`config.mk`:
```
export PLATFORM = sky130hd
export DESIGN_NAME = bcd_seven_segment_scan_driver
export DESIGN_NICKNAME = d
export VERILOG_FILES = /design/src/rtl/bcdss_pkg.sv /design/src/rtl/bcd_seven_segment_scan_driver.sv
export SDC_FILE = /design/constraint.sdc
export NUM_CORES = 1
export LEC_CHECK = 0
export ABC_CLOCK_PERIOD_IN_PS = 8020
export BUFFER_PORTS_ARGS = -buffer_cell sky130_fd_sc_hd__buf_2
export CORE_MARGIN = 5
export CORE_UTILIZATION = 25
export DETAILED_ROUTE_END_ITERATION = 8
export GPL_TIMING_DRIVEN = 0
export PLACE_DENSITY_LB_ADDON = 0.05
export SYNTH_ARGS = -nofsm -noshare
export SYNTH_HDL_FRONTEND = slang
export SYNTH_SLANG_ARGS = --single-unit
```
`constraint.sdc`:
```
create_clock -name clk -period 8.02 [get_ports clk]
set_input_delay 1.203 -clock clk [delete_from_list [all_inputs] [get_ports clk]]
set_output_delay 1.203 -clock clk [all_outputs]
set_load 0.01 [all_outputs]
```
`src/rtl/bcdss_pkg.sv`:
```
`default_nettype none
package bcdss_pkg;

	// one decimal digit, 0..9
	typedef logic [3:0] digit_t;

	// scan position codes; zero is never reached from reset
	typedef enum logic [1:0] {
		SCAN_IDLE     = 2'd0,
		SCAN_UNITS    = 2'd1,
		SCAN_TENS     = 2'd2,
		SCAN_HUNDREDS = 2'd3
	} scan_pos_t;

	// one-hot digit enables
	localparam logic [2:0] DIG_NONE     = 3'b000;
	localparam logic [2:0] DIG_HUNDREDS = 3'b001;
	localparam logic [2:0] DIG_TENS     = 3'b010;
	localparam logic [2:0] DIG_UNITS    = 3'b100;

	// request codes
	localparam logic REQ_SAMPLE = 1'b0;
	localparam logic REQ_TICK   = 1'b1;

	// decimal point segment
	localparam logic [7:0] SEG_DP = 8'h80;

	// common-cathode segment table, a..g in bits 0..6
	function automatic logic [7:0] seg_of(input digit_t d);
		logic [7:0] s;
		unique case (d)
			4'd0:    s = 8'h3F;
			4'd1:    s = 8'h06;
			4'd2:    s = 8'h5B;
			4'd3:    s = 8'h4F;
			4'd4:    s = 8'h66;
			4'd5:    s = 8'h6D;
			4'd6:    s = 8'h7D;
			4'd7:    s = 8'h07;
			4'd8:    s = 8'h7F;
			4'd9:    s = 8'h6F;
			default: s = 8'h00;
		endcase
		return s;
	endfunction

endpackage
`default_nettype wire

```
`src/rtl/bcd_seven_segment_scan_driver.sv`:
```
`default_nettype none
// Three-digit multiplexed seven-segment driver with an ADC pass-through byte.
// Each input word is either an ADC sample or a scan tick. A pass-through
// sample updates passthrough_byte; a display sample x is stored as the
// decimal digits of 2x+2. Each tick lights the next digit (hundreds, tens,
// units, then wrap) with the hundreds decimal point on. Every word gives one
// result word carrying the current segment, digit and pass-through latches.
// Throughput is one word per cycle while out_stall is low; a word passes the input
// register, then the result register, which holds the latch state itself.
module bcd_seven_segment_scan_driver (
	input  wire logic       clk,
	input  wire logic       arst_n,
	input  wire logic       in_valid,
	output logic            in_stall,
	input  wire logic       req_type,
	input  wire logic       sample_channel_passthrough,
	input  wire logic [7:0] adc_sample,
	output logic            out_valid,
	input  wire logic       out_stall,
	output logic [7:0]      segment_drive,
	output logic [2:0]      digit_enable,
	output logic [7:0]      passthrough_byte
);
	import bcdss_pkg::*;

	// input register
	logic       valid_s1;
	logic       req_s1;
	logic       pass_s1;
	logic [7:0] sample_s1;

	// block state; the result register is the latch state
	digit_t     hund_q, tens_q, units_q;
	scan_pos_t  scan_q;
	logic       out_valid_q;
	logic [7:0] seg_q;
	logic [2:0] dig_q;
	logic [7:0] pass_q;

	logic       advance;
	logic       take_in;

	// decimal split of 2x+2
	logic [9:0]  value;
	logic [2:0]  hund_n;
	logic [6:0]  rem_n;
	logic [14:0] tens_prod;
	digit_t      tens_n;
	digit_t      units_n;
	logic [6:0]  tens_x10;
	logic [9:0]  hund_x100;

	assign advance  = valid_s1 && (!out_valid_q || !out_stall);
	assign in_stall = valid_s1 && !advance;
	assign take_in  = in_valid && !in_stall;

	// split the sample in stage one; remainder below 100 divides by 10 via *205>>11
	always_comb begin
		value = {1'b0, sample_s1, 1'b0} + 10'd2;
		if (value >= 10'd500)      hund_n = 3'd5;
		else if (value >= 10'd400) hund_n = 3'd4;
		else if (value >= 10'd300) hund_n = 3'd3;
		else if (value >= 10'd200) hund_n = 3'd2;
		else if (value >= 10'd100) hund_n = 3'd1;
		else                       hund_n = 3'd0;
		hund_x100 = 10'({7'd0, hund_n} * 10'd100);
		rem_n     = 7'(value - hund_x100);
		tens_prod = 15'({8'd0, rem_n} * 15'd205);
		tens_n    = digit_t'(tens_prod[14:11]);
		tens_x10  = 7'({3'd0, tens_n} * 7'd10);
		units_n   = digit_t'(rem_n - tens_x10);
	end

	// hold the input word
	always_ff @(posedge clk or negedge arst_n) begin
		if (!arst_n) begin
			valid_s1 <= 1'b0;
		end else if (!in_stall) begin
			valid_s1 <= in_valid;
		end
	end

	always_ff @(posedge clk) begin
		if (take_in) begin
			req_s1    <= req_type;
			pass_s1   <= sample_channel_passthrough;
			sample_s1 <= adc_sample;
		end
	end

	// update state and result as the word leaves stage one
	always_ff @(posedge clk or negedge arst_n) begin
		if (!arst_n) begin
			out_valid_q <= 1'b0;
			hund_q      <= 4'd0;
			tens_q      <= 4'd0;
			units_q     <= 4'd2;
			scan_q      <= SCAN_HUNDREDS;
			seg_q       <= 8'h00;
			dig_q       <= DIG_NONE;
			pass_q      <= 8'h00;
		end else begin
			if (advance) begin
				out_valid_q <= 1'b1;
			end else if (!out_stall) begin
				out_valid_q <= 1'b0;
			end
			if (advance) begin
				if (req_s1 == REQ_SAMPLE) begin
					if (pass_s1) begin
						pass_q <= sample_s1;
					end else begin
						hund_q  <= {1'b0, hund_n};
						tens_q  <= tens_n;
						units_q <= units_n;
					end
				end else begin
					unique case (scan_q)
						SCAN_HUNDREDS: begin
							seg_q  <= seg_of(hund_q) | SEG_DP;
							dig_q  <= DIG_HUNDREDS;
							scan_q <= SCAN_TENS;
						end
						SCAN_TENS: begin
							seg_q  <= seg_of(tens_q);
							dig_q  <= DIG_TENS;
							scan_q <= SCAN_UNITS;
						end
						SCAN_UNITS: begin
							seg_q  <= seg_of(units_q);
							dig_q  <= DIG_UNITS;
							scan_q <= SCAN_HUNDREDS;
						end
						default: begin
							dig_q  <= DIG_NONE;
							scan_q <= SCAN_HUNDREDS;
						end
					endcase
				end
			end
		end
	end

	assign out_valid        = out_valid_q;
	assign segment_drive    = seg_q;
	assign digit_enable     = dig_q;
	assign passthrough_byte = pass_q;

	// at most one digit lit
	a_dig_onehot: assert property (@(posedge clk) disable iff (!arst_n)
		$onehot0(dig_q))
		else $error("more than one digit enabled");

	// scan never rests at the idle code
	a_scan_live: assert property (@(posedge clk) disable iff (!arst_n)
		scan_q != SCAN_IDLE)
		else $error("scan position reached idle code");

	// decimal point only with the hundreds digit
	a_dp_hund: assert property (@(posedge clk) disable iff (!arst_n)
		(dig_q == DIG_TENS || dig_q == DIG_UNITS) |-> !seg_q[7])
		else $error("decimal point lit off hundreds digit");

	a_dp_on: assert property (@(posedge clk) disable iff (!arst_n)
		(dig_q == DIG_HUNDREDS) |-> seg_q[7])
		else $error("decimal point missing on hundreds digit");

	// a tick at the hundreds position moves the scan to the tens digit
	a_scan_step: assert property (@(posedge clk) disable iff (!arst_n)
		(advance && req_s1 == REQ_TICK && scan_q == SCAN_HUNDREDS)
		|=> (scan_q == SCAN_TENS && dig_q == DIG_HUNDREDS))
		else $error("scan did not advance from hundreds");

	// stored digits stay decimal
	a_digits_dec: assert property (@(posedge clk) disable iff (!arst_n)
		hund_q <= 4'd5 && tens_q <= 4'd9 && units_q <= 4'd9)
		else $error("stored digit out of range");

endmodule
`default_nettype wire
```
==> results.txt, run 1 <==
Status = complete, no violations
Vias in the first global route = 2465
Initial antenna violation count = 0
Worst-path fanout max = 10
CP required = 8240 ps
Synth Net Count = 429
Post-synth ARST share = 76.74%
Synthesis-to-layout area growth = 16.56%
Reg-to-Reg Start = sample_s1[1]
Final ANT Viol Nets = 0
Buffers added on ports = 34
Mean Syn Cell Area = 9.925 um2
Leakage = 1.947 nW
Remaining global-route overflow = 0
Worst R2R Path Depth = 29
Adder-cell share of the synthesized area = 23.43%
Share of post-route cells with drive strength above 1 = 20.85%
Flop-to-flop setup slack = 460 ps
Post-synth top flop = dfrtp_1
Compound-Gate Fraction of Synth Area = 15.21%
Final setup viols = 0
Final WS setup = 458.4 ps
Achievable Freq = 0.1322 GHz
All-Layer GR Usage = 9.988%
Internal power = 0.0009593 W
Final Max Tran Viols = 0
Diode count = 0
First-pass GRT wire length = 12930 um
Clock Latency Late Sink = 290 ps
Die Wd = 128.5 um
Synth Area in XOR/XNOR = 4.843%
Maxcap violations = 0
Share of the synthesized area in the top cell type = 21.37%
Synth area leaders = dfrtp_1, ha_1, edfxtp_1
Crit-path max cell delay = 520 ps
Root buf cell = clkbuf_16
Final wirelength = 7934 um
Netlist cell types = 68
Top Family by Delay on Critical Path = adder cells
CORE AREA = 13830 um2
Vias/cell = 4.415
Main combinational cell family by area after synthesis = adder cells
Worst hold path type = reg -> reg
Crit Path Class = reg -> reg
Mapped Cells = 354
Crit start category = register
Clock power share = 13.4%
Pre-CTS setup slack = 137.3 ps
Synth Register Bits = 43
Worst-margin pin slew = 779.6 ps
Hold wc startpoint = segment_drive[3]
Die Span Y = 128.5 um
CP Capture Type = register
Buf/Inv on CP = 3
Mux cell area share after synthesis = 4.238%
DRT Pass-1 Iters = 4
Cell Area, Synth = 3513 um2
Seq pwr share = 19.8%
Peak VDD IR = 0.2220 mV
I/O pin count = 35
Full die area = 16520 um2
Hold Fails Final Rpt = 0
Most used cell, CP = ha_1
Placer Congestion = 0.7467
Sequential-to-total area share from yosys stat = 32.16%
RSZ-0062 raised after global routing = no
DRT iter0 DRCs = 133
Htree depth = 2
Via count = 2552
Slew HR = 48.03%
CP Data Arrival Time = 7780 ps
Clock Sink Count = 43
Clock skew = 7.137 ps
Num CTS Buffers = 5
Switch Pwr = 0.0007503 W
WL/cell = 13.73 um
Num rows = 43
Setup TNS = 0 ps
Period minus WS final = 7562 ps
CP max-delay cell = edfxtp_1
CTS tree = built
Worst-path clk slew = 60 ps
Combinational power share = 66.8%
Reg2Reg Capture Point = units_q[3]
Yosys warning count = 0
Largest area contributor in the synthesized netlist = dfrtp_1
Net Sw Frac = 43.89%
Hold path depth = 2
Cell Pwr Density = 417.5 nW/um2
Count leader, synth = ha_1
CTS Buffer Depth = 2
Post-route DRC = 0
Hold EP = segment_drive[3]
Post-synth EDFFs = 10
HPWL after DPL = 6209 um
Final nets = 472
Final Core Density = 29.62%
Largest net degree at the start of global routing = 34
Post-synth top cells = ha_1, nand2_1, inv_1
Tcrit/Tclk final = 94.28%
Fraction of the mapped netlist area in simple logic gates = 13.75%
Initial core utilization = 25.41%
==> worst max path at each step <==
stage	slack [ps]	from	endpoint	cells after the start
floorplan	1090	sample_s1[0]	units_q[3]	28
global placement	80	sample_s1[0]	units_q[3]	29
detailed placement	140	sample_s1[0]	units_q[3]	29
CTS	70	sample_s1[0]	units_q[3]	29
global route	20	sample_s1[1]	units_q[3]	29
finish	460	sample_s1[1]	units_q[3]	29
==> layer usage <==
layer	vias to the layer above	part of all wire [%]	global-route usage, %
met2	29	47	16.06
met5	-	0	0
met4	0	1.6	3.027
li1	1316	-	-
met3	8	3.3	2.408
met1	1199	48	13.34
==> through the flow <==
stage / instance area (um2) / hold WS [ps] / power (W) / cells
5_1_grt: 4095 / 501.4 / 0.001924 / 578
2_1_floorplan: 3513 / 479.3 / 0.001218 / 354
3_3_place_gp: 3909 / 458.7 / 0.001498 / 568
6_report: 4095 / 470.6 / 0.001710 / 578
4_1_cts: 4073 / 481.9 / 0.001747 / 576
3_5_place_dp: 3909 / 465.5 / 0.001490 / 568
==> sequential cells by signal (all words and copies together), names as in the netlist <==
signal,cells
sample_s1,8
passthrough_byte,8
pass_s1,1
hund_q,3
req_s1,1
valid_s1,1
segment_drive,8
out_valid,1
tens_q,4
scan_q,2
units_q,3
digit_enable,3
==> power by group through the flow <==
stage	clock network [W]	logic, W	registers (W)
final	0.000228	0.00114	0.000338
after global routing	0.000247	0.00133	0.000350
after CTS	0.000242	0.00116	0.000341
after detailed placement	0	0.00114	0.000346
after global placement	0	0.00115	0.000344
after floorplan	0	0.000864	0.000354
==> final cells by class <==
type	count	area (um2)
clock inverters	2	13.76
fillers	1464	9732
inverters	32	120.1
well taps	180	225.2
repair buffers	36	185.2
multi-input cells	264	2167
flip-flops and latches	43	1130
clock buffers	6	150.1
plain buffers	15	103.9
==> repair_timing <==
item	CTS	global route
endpoints found under the setup margin	0	1
resized for setup	0	1
buffers inserted	0	2
hold buffers	0	0
==> layout by cell type (no fill, tap or decap), types with 10 or more instances in the layout <==
cell,n
nor2_1,14
ha_1,53
inv_1,32
o21ai_0,31
dfrtp_1,30
edfxtp_1,10
nand2_1,40
a21oi_1,16
buf_2,34
==> tightest hold or removal path, cell delays in order (launching register included) <==
cell and delay (ps):
dfrtp_1 340, nand2_1 40, o21ai_0 50
==> cells by family after synthesis <==
family | count (synthesis)
AO/OA/AOI/OAI | 80
XOR/XNOR | 17
adder cells (fa/ha/maj) | 61
buffers and inverters | 47
flip-flops | 43
multiplexers | 13
AND/OR/NAND/NOR | 93
(Power assumes the default switching activity.)
==> run 2, diff against run 1 <==
--- a/config.mk
+++ b/config.mk
@@ -7,11 +7,11 @@
 export LEC_CHECK = 0
 export ABC_CLOCK_PERIOD_IN_PS = 8020
 export BUFFER_PORTS_ARGS = -buffer_cell sky130_fd_sc_hd__buf_2
+export CAP_MARGIN = 20
 export CORE_MARGIN = 5
 export CORE_UTILIZATION = 25
 export DETAILED_ROUTE_END_ITERATION = 8
 export GPL_TIMING_DRIVEN = 0
-export PLACE_DENSITY_LB_ADDON = 0.05
 export SYNTH_ARGS = -nofsm -noshare
 export SYNTH_HDL_FRONTEND = slang
 export SYNTH_SLANG_ARGS = --single-unit
==> run 2 against run 1 <==
Net effect:
- clock power increased by 4%
- flip-flop and latch count unchanged
- routed wire length decreased by 7.9%
- critical endpoint unchanged
- largest cell class unchanged
- highest routed layer unchanged
==> results.txt, run 2 (synthesis gave the netlist of run 1 again) <==
Final setup viols = 0 (unchanged)
Leakage = 1.953 nW (was 1.947 nW)
Most used cell, CP = ha_1 (unchanged)
Num CTS Buffers = 5 (unchanged)
Buffers added on ports = 34 (unchanged)
DRT iter0 DRCs = 70 (was 133)
Final wirelength = 7305 um (was 7934 um)
CTS tree = built (unchanged)
Htree depth = 2 (unchanged)
Worst-path fanout max = 10 (unchanged)
First-pass GRT wire length = 12520 um (was 12930 um)
Commonest non-fill, non-tap cells in the layout = ha_1, nand2_1, buf_2 (unchanged)
CP required = 8240 ps (about the same)
WL/cell = 12.62 um (was 13.73 um)
Worst-path clk slew = 60 ps (about the same)
Root buf cell = clkbuf_16 (unchanged)
Cell Pwr Density = 416.9 nW/um2 (was 417.5 nW/um2)
Worst hold path type = reg -> reg (unchanged)
Share of post-route cells with drive strength above 1 = 20.80% (was 20.85%)
Setup TNS = 0 ps (unchanged)
Clock skew = 2.920 ps (was 7.137 ps)
Final Max Tran Viols = 0 (unchanged)
Die Span Y = 128.5 um (unchanged)
Vias/cell = 4.541 (was 4.415)
Clock Latency Late Sink = 290 ps (about the same)
Achievable Freq = 0.1333 GHz (was 0.1322 GHz)
Most common cell after layout, fill and taps aside = ha_1 (unchanged)
Largest net degree at the start of global routing = 34 (unchanged)
Crit start category = register (unchanged)
Final Core Density = 29.65% (was 29.62%)
CORE AREA = 13830 um2 (unchanged)
Vias in the first global route = 2723 (was 2465)
Initial core utilization = 25.41% (unchanged)
Crit-path max cell delay = 490 ps (was 520 ps)
CTS Buffer Depth = 2 (unchanged)
Tcrit/Tclk final = 93.54% (was 94.28%)
Final ANT Viol Nets = 0 (unchanged)
HPWL after DPL = 5827 um (was 6209 um)
CP Capture Type = register (unchanged)
Crit Path Class = reg -> reg (unchanged)
Num rows = 43 (unchanged)
Status = complete, no violations (unchanged)
Initial antenna violation count = 0 (unchanged)
All-Layer GR Usage = 9.046% (was 9.988%)
Period minus WS final = 7502 ps (was 7562 ps)
CP max-delay cell = edfxtp_1 (unchanged)
DRT Pass-1 Iters = 4 (unchanged)
CP Data Arrival Time = 7720 ps (was 7780 ps)
Peak VDD IR = 0.1969 mV (was 0.2220 mV)
Remaining global-route overflow = 0 (unchanged)
Final nets = 473 (was 472)
Maxcap violations = 0 (unchanged)
Hold Fails Final Rpt = 0 (unchanged)
Slew HR = 48.60% (was 48.03%)
Worst-margin pin slew = 771.0 ps (was 779.6 ps)
Post-route DRC = 0 (unchanged)
Diode count = 0 (unchanged)
Clock Sink Count = 43 (unchanged)
Full die area = 16520 um2 (unchanged)
Die Wd = 128.5 um (unchanged)
Via count = 2629 (was 2552)
I/O pin count = 35 (unchanged)
Synthesis-to-layout area growth = 16.70% (was 16.56%)
RSZ-0062 raised after global routing = no (unchanged)
Resized cells post-CTS = 0 (unchanged)
Placer Congestion = 0.8254 (was 0.7467)
run 2: cell types whose count changed in the layout (fill, tap and decap cells not counted), sizes merged:
cell	delta
buf	+1
bufinv	+1
clkbuf	-1
run 2: path summary, 6_finish.rpt:
| check | start | end | slack, ps | cells past startpoint |
|---|---|---|---|---|
| min in group asynchronous | arst_n | segment_drive[4] | 990 | 1 |
| max | sample_s1[1] | units_q[3] | 520 | 29 |
| min | segment_drive[3] | segment_drive[3] | 470 | 2 |
| min reg2reg | segment_drive[3] | segment_drive[3] | 470 | 2 |
| max in group asynchronous | arst_n | passthrough_byte[7] | 6540 | 1 |
| max reg2reg | sample_s1[1] | units_q[3] | 520 | 29 |
run 2: timing repair:
| action | 4_1_cts | 5_1_grt |
|---|---|---|
| buffers inserted | 0 | 3 |
| endpoints found under the setup margin | 0 | 1 |
| hold buffers | 0 | 0 |
| endpoints found under the hold margin | 0 | 0 |
run 2: worst max-delay path: cells and delay by family, from the launching register on:
kind	cells	cell delay (ps)
buffers and inverters	3	280
DFF	1	490
AOI/OAI and AO/OA	8	1770
and+or+nand+nor	3	650
adders and majority gates	10	3070
xor gates and xnor gates	5	1170
run 2: through the flow:
| stage | setup slack (ps) | cell area, um2 | hold WS (ps) | total power [W] | std cells |
|---|---|---|---|---|---|
| after floorplan | 1088 | 3513 | 479.3 | 0.001218 | 354 |
| after global placement | 401.7 | 3909 | 462.6 | 0.001433 | 568 |
| after detailed placement | 286.3 | 3909 | 467.6 | 0.001496 | 568 |
| after CTS | 270.4 | 4078 | 482.2 | 0.001741 | 576 |
| after global routing | 86.32 | 4100 | 496.6 | 0.001886 | 579 |
| final | 517.8 | 4100 | 472.7 | 0.001710 | 579 |
run 2: cell type report:
type                            count  area, um2
Fill cell                        1456       9727
Multi-Input combinational cell    264       2160
Sequential cell                    43       1130
Tap cell                          180      225.2
Timing Repair Buffer               37      192.7
Clock buffer                        5      125.1
Inverter                           32      120.1
Buffer                             15      103.9
Clock inverter                      3      43.79
run 2: layer usage:
layer	routed length, um	global-route usage, %
met1	3348	11.48
met2	3589	15.81
met3	308	2.076
met4	59	1.791
met5	0	0
run 2: power breakdown:
part / internal, W / total, W / switching [W]
logic: 0.000527 / 0.00113 / 0.000605
registers: 0.000292 / 0.000341 / 0.0000495
clock network: 0.000147 / 0.000236 / 0.0000894
